`src/sv/vsw_pkg.sv`:
```
`timescale 1ns / 1ps
// ---------------------------------------------------------------------------
// vsw_pkg
// Shared types and constants of the volume slice window colormap block.
// ---------------------------------------------------------------------------
package vsw_pkg;

    localparam int COORD_W = 7;
    localparam int SAMP_IN_W = 16;
    localparam int LIMIT_W = 16;
    localparam int COLOR_W = 8;
    localparam int COUNT_W = 9;
    localparam int CFG_W = 16;
    localparam int CFG_IDX_W = 3;

    // Request codes
    localparam logic [1:0] REQ_VOXEL = 2'd0;
    localparam logic [1:0] REQ_COLOR = 2'd1;
    localparam logic [1:0] REQ_START = 2'd2;
    localparam logic [1:0] REQ_PIXEL = 2'd3;

    // Register indexes
    localparam logic [CFG_IDX_W-1:0] REG_ORIENT = 3'd0;
    localparam logic [CFG_IDX_W-1:0] REG_LOW = 3'd1;
    localparam logic [CFG_IDX_W-1:0] REG_HIGH = 3'd2;
    localparam logic [CFG_IDX_W-1:0] REG_ALPHA = 3'd3;
    localparam logic [CFG_IDX_W-1:0] REG_COUNT = 3'd4;
    localparam logic [CFG_IDX_W-1:0] REG_SIZE_X = 3'd5;
    localparam logic [CFG_IDX_W-1:0] REG_SIZE_Y = 3'd6;
    localparam logic [CFG_IDX_W-1:0] REG_SIZE_Z = 3'd7;

    // Orientation codes
    localparam logic [1:0] ORI_SAGITTAL = 2'd1;
    localparam logic [1:0] ORI_CORONAL = 2'd2;

    // Alpha modes
    localparam logic [1:0] ALPHA_OPAQUE = 2'd0;
    localparam logic [1:0] ALPHA_INDEX = 2'd1;

    localparam logic [COLOR_W-1:0] ALPHA_FULL = 8'd255;

    typedef struct packed {
        logic [1:0]           req_type;
        logic [COORD_W-1:0]   coord_a;
        logic [COORD_W-1:0]   coord_b;
        logic [COORD_W-1:0]   coord_c;
        logic [COORD_W-1:0]   end_a;
        logic [COORD_W-1:0]   end_b;
        logic [COORD_W-1:0]   end_c;
        logic [SAMP_IN_W-1:0] sample;
        logic [COLOR_W-1:0]   red_in;
        logic [COLOR_W-1:0]   green_in;
        logic [COLOR_W-1:0]   blue_in;
    } t_req;

    typedef struct packed {
        logic [COLOR_W-1:0] red;
        logic [COLOR_W-1:0] green;
        logic [COLOR_W-1:0] blue;
        logic [COLOR_W-1:0] alpha;
        logic               alpha_present;
        logic               last;
    } t_pix;

    // Window setup handed to the mapping unit
    typedef struct packed {
        logic [LIMIT_W-1:0] low;
        logic [LIMIT_W-1:0] high;
        logic [COUNT_W-1:0] count;
    } t_win_cfg;

endpackage

```
`src/sv/vsw_window.sv`:
```
`timescale 1ns / 1ps
// ---------------------------------------------------------------------------
// vsw_window
// Window mapping: sample to color index through a multiply and a
// restoring divider that resolves one quotient bit per cycle.
// ---------------------------------------------------------------------------
module vsw_window #(
    parameter int TABLE_ENTRIES = 256,
    parameter int IDX_W = 8,
    parameter int VW = 16
) (
    input  logic                i_clk,
    input  logic                i_rst_n,
    input  logic                i_start,
    input  logic [VW-1:0]       i_sample,
    input  vsw_pkg::t_win_cfg   i_cfg,
    output logic                o_done,
    output logic [IDX_W-1:0]    o_idx
);
    import vsw_pkg::*;

    localparam int NW = IDX_W + LIMIT_W;
    localparam int CW = $clog2(IDX_W + 1);

    typedef enum logic [1:0] {W_IDLE, W_MUL, W_DIV} t_wstate;

    t_wstate            r_state;
    logic               r_done;
    logic [IDX_W-1:0]   r_quo;
    logic [LIMIT_W-1:0] r_rem;
    logic [LIMIT_W-1:0] r_den;
    logic [LIMIT_W-1:0] r_diff;
    logic [IDX_W-1:0]   r_nm1;
    logic [CW-1:0]      r_cnt;
    logic [COUNT_W-1:0] w_n;
    logic [IDX_W-1:0]   w_nm1;
    logic               w_inside;
    logic               w_above;
    logic [NW-1:0]      w_prod;
    logic [LIMIT_W:0]   w_trial;
    logic               w_fit;

    // Clamp the color count to 1 .. TABLE_ENTRIES
    always_comb begin
        if (i_cfg.count == '0) begin
            w_n = COUNT_W'(1);
        end else if (32'(i_cfg.count) > TABLE_ENTRIES) begin
            w_n = COUNT_W'(TABLE_ENTRIES);
        end else begin
            w_n = i_cfg.count;
        end
    end
    assign w_nm1 = IDX_W'(w_n - COUNT_W'(1));

    assign w_inside = (i_sample > VW'(i_cfg.low)) && (i_sample < VW'(i_cfg.high));
    assign w_above = (i_sample >= VW'(i_cfg.high));

    assign w_prod = NW'(r_nm1) * NW'(r_diff);
    assign w_trial = {r_rem, r_quo[IDX_W-1]};
    assign w_fit = (w_trial >= {1'b0, r_den});

    // Sequence multiply and divide steps
    always_ff @(posedge i_clk) begin
        if (!i_rst_n) begin
            r_state <= W_IDLE;
            r_done <= 1'b0;
        end else begin
            r_done <= 1'b0;
            case (r_state)
                W_IDLE: begin
                    if (i_start) begin
                        if (w_inside) begin
                            r_diff <= LIMIT_W'(i_sample - VW'(i_cfg.low));
                            r_den <= i_cfg.high - i_cfg.low;
                            r_nm1 <= w_nm1;
                            r_state <= W_MUL;
                        end else begin
                            r_quo <= w_above ? w_nm1 : '0;
                            r_done <= 1'b1;
                        end
                    end
                end
                W_MUL: begin
                    // Upper product bits are below the divisor
                    r_rem <= w_prod[NW-1:IDX_W];
                    r_quo <= w_prod[IDX_W-1:0];
                    r_cnt <= CW'(IDX_W);
                    r_state <= W_DIV;
                end
                W_DIV: begin
                    r_rem <= w_fit ? LIMIT_W'(w_trial - {1'b0, r_den})
                                   : LIMIT_W'(w_trial);
                    r_quo <= (r_quo << 1) | IDX_W'(w_fit);
                    r_cnt <= r_cnt - CW'(1);
                    if (r_cnt == CW'(1)) begin
                        r_done <= 1'b1;
                        r_state <= W_IDLE;
                    end
                end
                default: begin
                    r_state <= W_IDLE;
                end
            endcase
        end
    end

    assign o_done = r_done;
    assign o_idx = r_quo;
endmodule

```
`config.mk`:
```
export PLATFORM = sky130hd
export DESIGN_NAME = vsw_window
export DESIGN_NICKNAME = d
export VERILOG_FILES = /design/src/sv/vsw_pkg.sv /design/src/sv/vsw_window.sv
export SDC_FILE = /design/constraint.sdc
export NUM_CORES = 1
export LEC_CHECK = 0
export BUFFER_PORTS_ARGS = -buffer_cell sky130_fd_sc_hd__buf_2
export CAP_MARGIN = 15
export CORE_MARGIN = 2
export CORE_UTILIZATION = 40
export CTS_CLUSTER_DIAMETER = 100
export DETAILED_ROUTE_END_ITERATION = 8
export MAX_ROUTING_LAYER = met4
export SETUP_SLACK_MARGIN = 0.4
export SYNTH_ARGS = -nofsm -noshare
export SYNTH_HDL_FRONTEND = slang
export SYNTH_SLANG_ARGS = --single-unit
```
`constraint.sdc`:
```
create_clock -name i_clk -period 9.72 [get_ports i_clk]
set_clock_uncertainty 0.05 [all_clocks]
set_input_delay 1.944 -clock i_clk [delete_from_list [all_inputs] [get_ports i_clk]]
set_output_delay 1.944 -clock i_clk [all_outputs]
set_load 0.01 [all_outputs]
```
==> summary.md, run 1 <==
| Metric | Value |
|---|---|
| Max-slew headroom | `36.1%` |
| Die W | `160 um` |
| Mapped Cells | `1078` |
| NetSw | `0.591 mW` |
| Fraction of power spent switching nets | `39.1%` |
| Worst-path clk slew | `0.06 ns` |
| Via/cell ratio | `5.12` |
| Max Cap Viol | `0` |
| P&R area growth vs syn | `10.0%` |
| Final Critical Period | `5.38 ns` |
| Status | `complete, no violations` |
| Flops & latches, synth | `71` |
| CTS tree | `yes` |
| TNS Setup | `0 ns` |
| FF-to-FF path depth | `16` |
| Setup Fix Bufs, Post-CTS | `0` |
| CTS buffer count | `9` |
| Via count | `7517` |
| Yosys top cell by area | `edfxtp_1` |
| Max Fanout on Critical Path | `16` |
| Starting Density | `40.3%` |
| Detail Route Antenna Nets | `0` |
| Post-synth ARST share | `0%` |
| Fin. max-slew vios | `0` |
| Pwr Total | `1.51 mW` |
| Hold Crit Class | `reg2reg` |
| RSZ-0062 raised after global routing | `false` |
| Maximum VDD drop | `82.8 uV` |
| Final setup violation count | `0` |
| Row cnt | `57` |
| Type of the worst setup path | `reg2reg` |
| Comb pwr share | `51.5%` |
| DR WL/cell | `15.2 um` |
| Unique masters post-synth | `57` |
| CP required | `9.73 ns` |
| Cell Count Post-Placement | `1451` |
| Post-route insts no fill | `1467` |
| CTS max path bufs | `2` |
| Clock Sinks | `71` |
| Critical Path Start Type | `flop` |
| Post-Synthesis Cell Area | `0.00972 mm2` |
| Syn_area_per_cell | `9.01 um2` |
| Worst skew pair latency | `0.33 ns` |
| Chip Height | `160 um` |
| DRC errors left | `0` |
| FF-to-FF setup slack | `4.34 ns` |
| Synth top cells by count | `174 x inv_1, 113 x ha_1, 105 x and2_1, 87 x fa_1, 77 x nand2_1` |
| Worst setup startpoint | `r_nm1[6]` |
| Worst slew pin tran | `0.934 ns` |
| Number of iterations in the first detailed-routing pass | `5` |
| Critical Path Most Common Cell | `fa_1` |
| First-pass GRT wire length | `37300 um` |
| Yosys warning count | `0` |
| GRT Residual Overflow | `0` |
| Crit path to | `r_rem[15]` |
| Most common cell in the netlist | `inv_1` |
| Nets | `1398` |
| Pin count of the biggest net entering global routing | `41` |
| Cts hold-fix bufs | `0` |
| Top post-synthesis cells by area | `edfxtp_1 21%, fa_1 18%, ha_1 15%` |
| R2r endpoint | `r_rem[15]` |
| Post-synth top area share | `21.0%` |
| Max stage delay cell, worst path | `edfxtp_1` |
| Clock power frac | `21.6%` |
| Pwr dens | `141 mW/mm2` |
| # diodes | `0` |
| Static leakage | `5.06 nW` |
| Port Buf Inserts | `68` |
| Total GRT Usage | `18.5%` |
| HPWL after DPL | `18400 um` |
| DRT iter0 DRCs | `382` |
| Fin. Hold Viols | `0` |
| Fin crit share | `55.4%` |
| H-tree depth | `3` |
| Initial antenna violation count | `0` |
| Vias in the first global route | `7700` |
| CTS root buf | `clkbuf_16` |
| WP data arrival | `5.39 ns` |
| Cell Chain, Critical Path | `and2_1, fa_1, fa_1, fa_1, inv_1, fa_1, inv_1, ha_1, o21a_1, o21a_1, a41o_1, and2_1, a21oi_1, o21ai_0, xnor2_1, a22oi_1` |
| Routed WL | `22300 um` |
| Final weighted congestion in routability-driven placement | `0.866` |
| Internal | `0.919 mW` |
| Crit path capture type | `flop` |
| Die Area | `0.0256 mm2` |
| Top FF cell, synth | `edfxtp_1` |
| Ports | `69` |
| # resized after CTS | `0` |
| Layout cell share with drive strength beyond 1 | `8.49%` |
| Post-Syn Nets | `1338` |
| Critical path's largest stage delay | `0.63 ns` |
| Achievable Freq | `186 MHz` |
| Reg power frac | `26.9%` |
| Register area share after synthesis | `21.6%` |
| RR Startpoint | `r_nm1[6]` |
| Post-synth EDFFs | `68` |
| CORE AREA | `0.0241 mm2` |
routing by layer:
metal  up-vias  share of wire (%)  GRT usage (%)
met4         0                1.3           4.26
met2       174                 49           31.3
met3        13                3.8           1.35
li1       3742                  -              -
met5         -                  0              -
met1      3588                 46           24.3
cells by family after synthesis:
family | share of synthesized area [%]
fa+ha+maj | 32.5
buf+inv | 7.80
flops | 21.6
simple gates | 17.7
compound gates | 13.2
xor+xnor | 5.05
mux | 2.10
critical path: cells and delay by family, from the launching register on:
| family | cells | cell delay [ns] |
|---|---|---|
| DFF | 1 | 0.63 |
| buffers and inverters | 2 | 0.10 |
| AOI/OAI and AO/OA | 6 | 1.23 |
| and+or+nand+nor | 2 | 0.48 |
| xor gates and xnor gates | 1 | 0.20 |
| adders and majority gates | 5 | 2.42 |
registers in the layout, summed over array words and instances, names as in the netlist:
register  count
r_den        16
r_diff       16
r_rem        16
o_idx         8
r_nm1         8
r_cnt         4
r_state       2
o_done        1
metrics by stage:
step	hold slack (ns)	setup slack (ns)	cell area, um2	utilization [%]
6_report	0.442	4.34	10700	44.3
5_1_grt	0.465	4.01	10700	44.3
3_5_place_dp	0.428	4.23	10400	43.1
3_3_place_gp	0.431	4.28	10400	43.1
4_1_cts	0.436	4.30	10700	44.3
2_1_floorplan	0.404	3.00	9720	-
power groups by stage:
stage,Combinational (mW),Clock [mW],Sequential [mW]
global placement,0.761,0,0.412
finish,0.777,0.327,0.406
CTS,0.780,0.333,0.405
floorplan,0.596,0,0.403
detailed placement,0.773,0,0.411
global route,0.891,0.345,0.408
final cells by class:
| class | instances | area [um2] |
|---|---|---|
| Fill cell | 2472 | 13400 |
| Multi-Input combinational cell | 810 | 6870 |
| Sequential cell | 71 | 2100 |
| Inverter | 175 | 657 |
| Tap cell | 324 | 405 |
| Timing Repair Buffer | 71 | 363 |
| Clock buffer | 10 | 229 |
| Clock inverter | 6 | 68.8 |
how the worst min path moves through the flow:
stage	from	endpoint	slack [ns]	depth (start not counted)
3_5_place_dp	r_state[0]	r_state[0]	0.43	2
4_1_cts	r_state[0]	r_state[0]	0.44	2
5_1_grt	r_state[0]	r_state[0]	0.46	2
3_3_place_gp	r_state[0]	r_state[0]	0.43	2
6_report	r_state[0]	r_state[0]	0.44	2
2_1_floorplan	r_state[0]	r_state[0]	0.40	2
cell usage in the layout, fill, tap and decap left out, types with 3 or more instances in the layout:
master     instances
nand2_1           77
buf_4              3
buf_2             68
xor2_1            17
nor3_1            14
nor2b_1            7
a211o_1            4
a22o_1            11
a21boi_0           3
nand3_1            9
xnor2_1           39
nor2_1            58
edfxtp_1          68
a21o_1            24
o31a_1             3
fa_1              87
a31oi_1            7
and2_1           105
nand2b_1          13
o21ai_1            3
or4_1              3
a2111oi_0          3
ha_1             113
nor4_1             3
o21bai_1           6
o21a_1            10
mux2_2             3
o21ai_0           51
and3_1             6
mux2i_1           17
clkbuf_16          9
a21oi_1           56
nand4_1           16
dfxtp_1            3
o31ai_1            3
a211oi_1           6
or2_2              3
inv_1            174
or3_1              6
Note: power is estimated with default switching activity, not from simulation.
==> run 2, diff against run 1 <==
==> constraint.sdc (replaced) <==
create_clock -name i_clk -period 4.68 [get_ports i_clk]
set_clock_uncertainty 0.05 [all_clocks]
set_input_delay 0.936 -clock i_clk [delete_from_list [all_inputs] [get_ports i_clk]]
set_output_delay 0.936 -clock i_clk [all_outputs]
set_load 0.01 [all_outputs]
==> run 2 against run 1 <==
  * The run now ends with setup timing left
  * Routed wire length up 16%
  * Clock-buffer cell count down 1
  * Die area unchanged
  * Non-clock buffer count up 98
  * Sequential power up 110%
  * Worst setup slack worse by 4.5 ns
  * Clock power up 110%
  * Global-route usage up 2.9 points
  * Utilization up 5.2 points
  * Via count up 8.3%
  * Sequential share of layout area down 2.1 points
  * Critical endpoint is now r_rem[14]
==> summary.md, run 2 (synthesis results as in run 1) <==
| Metric | Value |
|---|---|
| Status | `finished, violations left` |
| Failing checks | `setup timing` |
| Final weighted congestion in routability-driven placement | `0.879 (+1.5%)` |
| Hold Crit Class | `reg2reg` |
| Met2 Resource Use GR | `35.8% (+4.4 points)` |
| GRT Residual Overflow | `0 (unchanged)` |
| CTS max path bufs | `2 (unchanged)` |
| Die W | `160 um (unchanged)` |
| Crit path to | `r_rem[14]` |
| DRT iter0 DRCs | `537 (+41%)` |
| Final Critical Period | `4.83 ns (-0.549 ns)` |
| Worst skew pair latency | `0.35 ns (+0.02 ns)` |
| Worst setup margin | `-0.153 ns (-4.49 ns)` |
| WP data arrival | `4.88 ns (-0.51 ns)` |
| Worst setup startpoint | `r_nm1[4]` |
| Max-slew headroom | `38.2% (+2.1 points)` |
| Number of iterations in the first detailed-routing pass | `5 (unchanged)` |
| DR WL/cell | `16.5 um (+8.6%)` |
| First-pass GRT wire length | `42000 um (+13%)` |
| CTS buffer count | `9 (unchanged)` |
| Type of the worst setup path | `reg2reg` |
| CTS root buf | `clkbuf_16` |
| Die Area | `0.0256 mm2 (unchanged)` |
| Initial antenna violation count | `1 (+1)` |
| FF-to-FF setup slack | `-0.15 ns (-4.49 ns)` |
| RSZ-0062 raised after global routing | `true` |
| Layout cell share with drive strength beyond 1 | `22.5% (+14 points)` |
| Met3 GRT Util | `3.43% (+2.1 points)` |
| DRC errors left | `0 (unchanged)` |
| HPWL after DPL | `20400 um (+11%)` |
| RR Startpoint | `r_nm1[4]` |
| CORE AREA | `0.0241 mm2 (unchanged)` |
| Pin count of the biggest net entering global routing | `41 (unchanged)` |
| Biggest regs | `r_den (16), r_diff (16), r_rem (16)` |
| Achievable Freq | `207 MHz (+11%)` |
| Maximum VDD drop | `226 uV (+170%)` |
| Via count | `8144 (+8.3%)` |
| Commonest non-fill, non-tap cell in the layout | `inv_1` |
| Vias in the first global route | `8299 (+7.8%)` |
| Fillers | `2349 (-5.0%)` |
| Row cnt | `57 (unchanged)` |
| Top Usage Layer GRT | `met2` |
| Worst-path clk slew | `0.07 ns (about the same)` |
| Nets | `1496 (+7.0%)` |
| FF-to-FF path depth | `17 (+1)` |
| Chip Height | `160 um (unchanged)` |
| Static leakage | `5.62 nW (+11%)` |
| Crit path capture type | `flop` |
| Max Fanout on Critical Path | `4 (-12)` |
| Sequential cell area | `0.00210 mm2 (unchanged)` |
| Max Cap Viol | `0 (unchanged)` |
| Port Buf Inserts | `68 (unchanged)` |
| Fin. max-slew vios | `0 (unchanged)` |
| Final core area utilization | `49.6% (+5.2 points)` |
| Critical Path Start Type | `flop` |
| Clock Sinks | `71 (unchanged)` |
| Fin crit share | `103% (+48 points)` |
| TNS Setup | `-0.722 ns (-0.722 ns)` |
| Worst slew pin tran | `0.904 ns (-0.0306 ns)` |
| Fin. Hold Viols | `0 (unchanged)` |
| Routed WL | `25900 um (+16%)` |
| CTS tree | `yes` |
| Pwr dens | `318 mW/mm2 (+130%)` |
| P&R area growth vs syn | `23.0%` |
| Final setup violation count | `8 (+8)` |
| H-tree depth | `3 (unchanged)` |
| Routing usage on met1 | `27.1% (+2.7 points)` |
| Starting Density | `40.3% (unchanged)` |
| Via/cell ratio | `5.20 (+1.5%)` |
| Total GRT Usage | `21.4% (+2.9 points)` |
| Detail Route Antenna Nets | `0 (unchanged)` |
| Ports | `69 (unchanged)` |
| Multi-input logic area | `0.00731 mm2 (+6.4%)` |
| CP required | `4.73 ns (-5.00 ns)` |
| R2r endpoint | `r_rem[14]` |
| Most frequent cells in the layout | `162 x inv_1, 100 x ha_1, 91 x and2_1` |
[run 2: worst min-delay path by stage]
stage | slack [ns] | to | cells past startpoint | startpoint
final | 0.43 | r_state[0] | 2 | r_state[0]
after global routing | 0.47 | r_state[0] | 2 | r_state[0]
after CTS | 0.43 | r_state[0] | 2 | r_state[0]
after detailed placement | 0.42 | r_state[0] | 2 | r_state[0]
after global placement | 0.42 | r_state[0] | 2 | r_state[0]
after floorplan | 0.40 | r_state[0] | 2 | r_state[0]
[run 2: timing repair]
| action | 4_1_cts | 5_1_grt |
|---|---|---|
| resized for setup | 34 | 52 |
| setup endpoints to repair | 16 | 17 |
| hold buffers | 0 | 0 |
| setup buffers | 26 | 9 |
| pin swaps | 42 | 41 |
[run 2: layout make-up]
| class | count | area share [%] |
|---|---|---|
| multi-input combinational | 810 | 61.1 |
| sequential | 71 | 17.6 |
| timing repair buffer | 169 | 9.97 |
| inverter | 175 | 5.50 |
| tap | 324 | 3.39 |
| clock buffer | 9 | 1.88 |
| clock inverter | 7 | 0.513 |
| antenna | 1 | 0.0209 |
[run 2: routing by layer]
layer	wire [um]	part of all wire, %
met1	11400	44
met2	12700	49
met3	1150	4.4
met4	567	2.2
met5	0	0
[run 2: power breakdown]
| part | switching [mW] | internal [mW] | leakage [nW] | total [mW] |
|---|---|---|---|---|
| clock | 0.331 | 0.371 | 0.135 | 0.702 |
| sequential | 0.0305 | 0.803 | 0.641 | 0.834 |
| combinational | 1.16 | 1.11 | 4.85 | 2.27 |
| total | 1.52 | 2.28 | 5.62 | 3.81 |
[run 2: worst max-delay path, cell delays in order, from the launching register on]
cell      delay (ns)
edfxtp_1        0.49
buf_4           0.18
and2_4          0.15
fa_1            0.56
fa_1            0.44
fa_1            0.49
inv_1           0.05
fa_1            0.51
inv_2           0.05
ha_4            0.26
o21a_1          0.14
o21a_1          0.18
nand2_1         0.09
o31a_1          0.36
nor4b_2         0.29
nor3_2          0.08
xor2_1          0.13
mux2i_1         0.08
[run 2: stage by stage]
stage | hold WS, ns | cells | power [mW] | instance area [um2] | setup slack, ns
floorplan | 0.404 | 1078 | 2.24 | 9970 | 0.147
global placement | 0.421 | 1514 | 2.79 | 11100 | -0.0722
detailed placement | 0.424 | 1514 | 2.82 | 11100 | -0.151
CTS | 0.434 | 1556 | 3.65 | 11700 | -0.0400
global route | 0.471 | 1566 | 4.10 | 12000 | -0.336
finish | 0.434 | 1566 | 3.81 | 12000 | -0.153
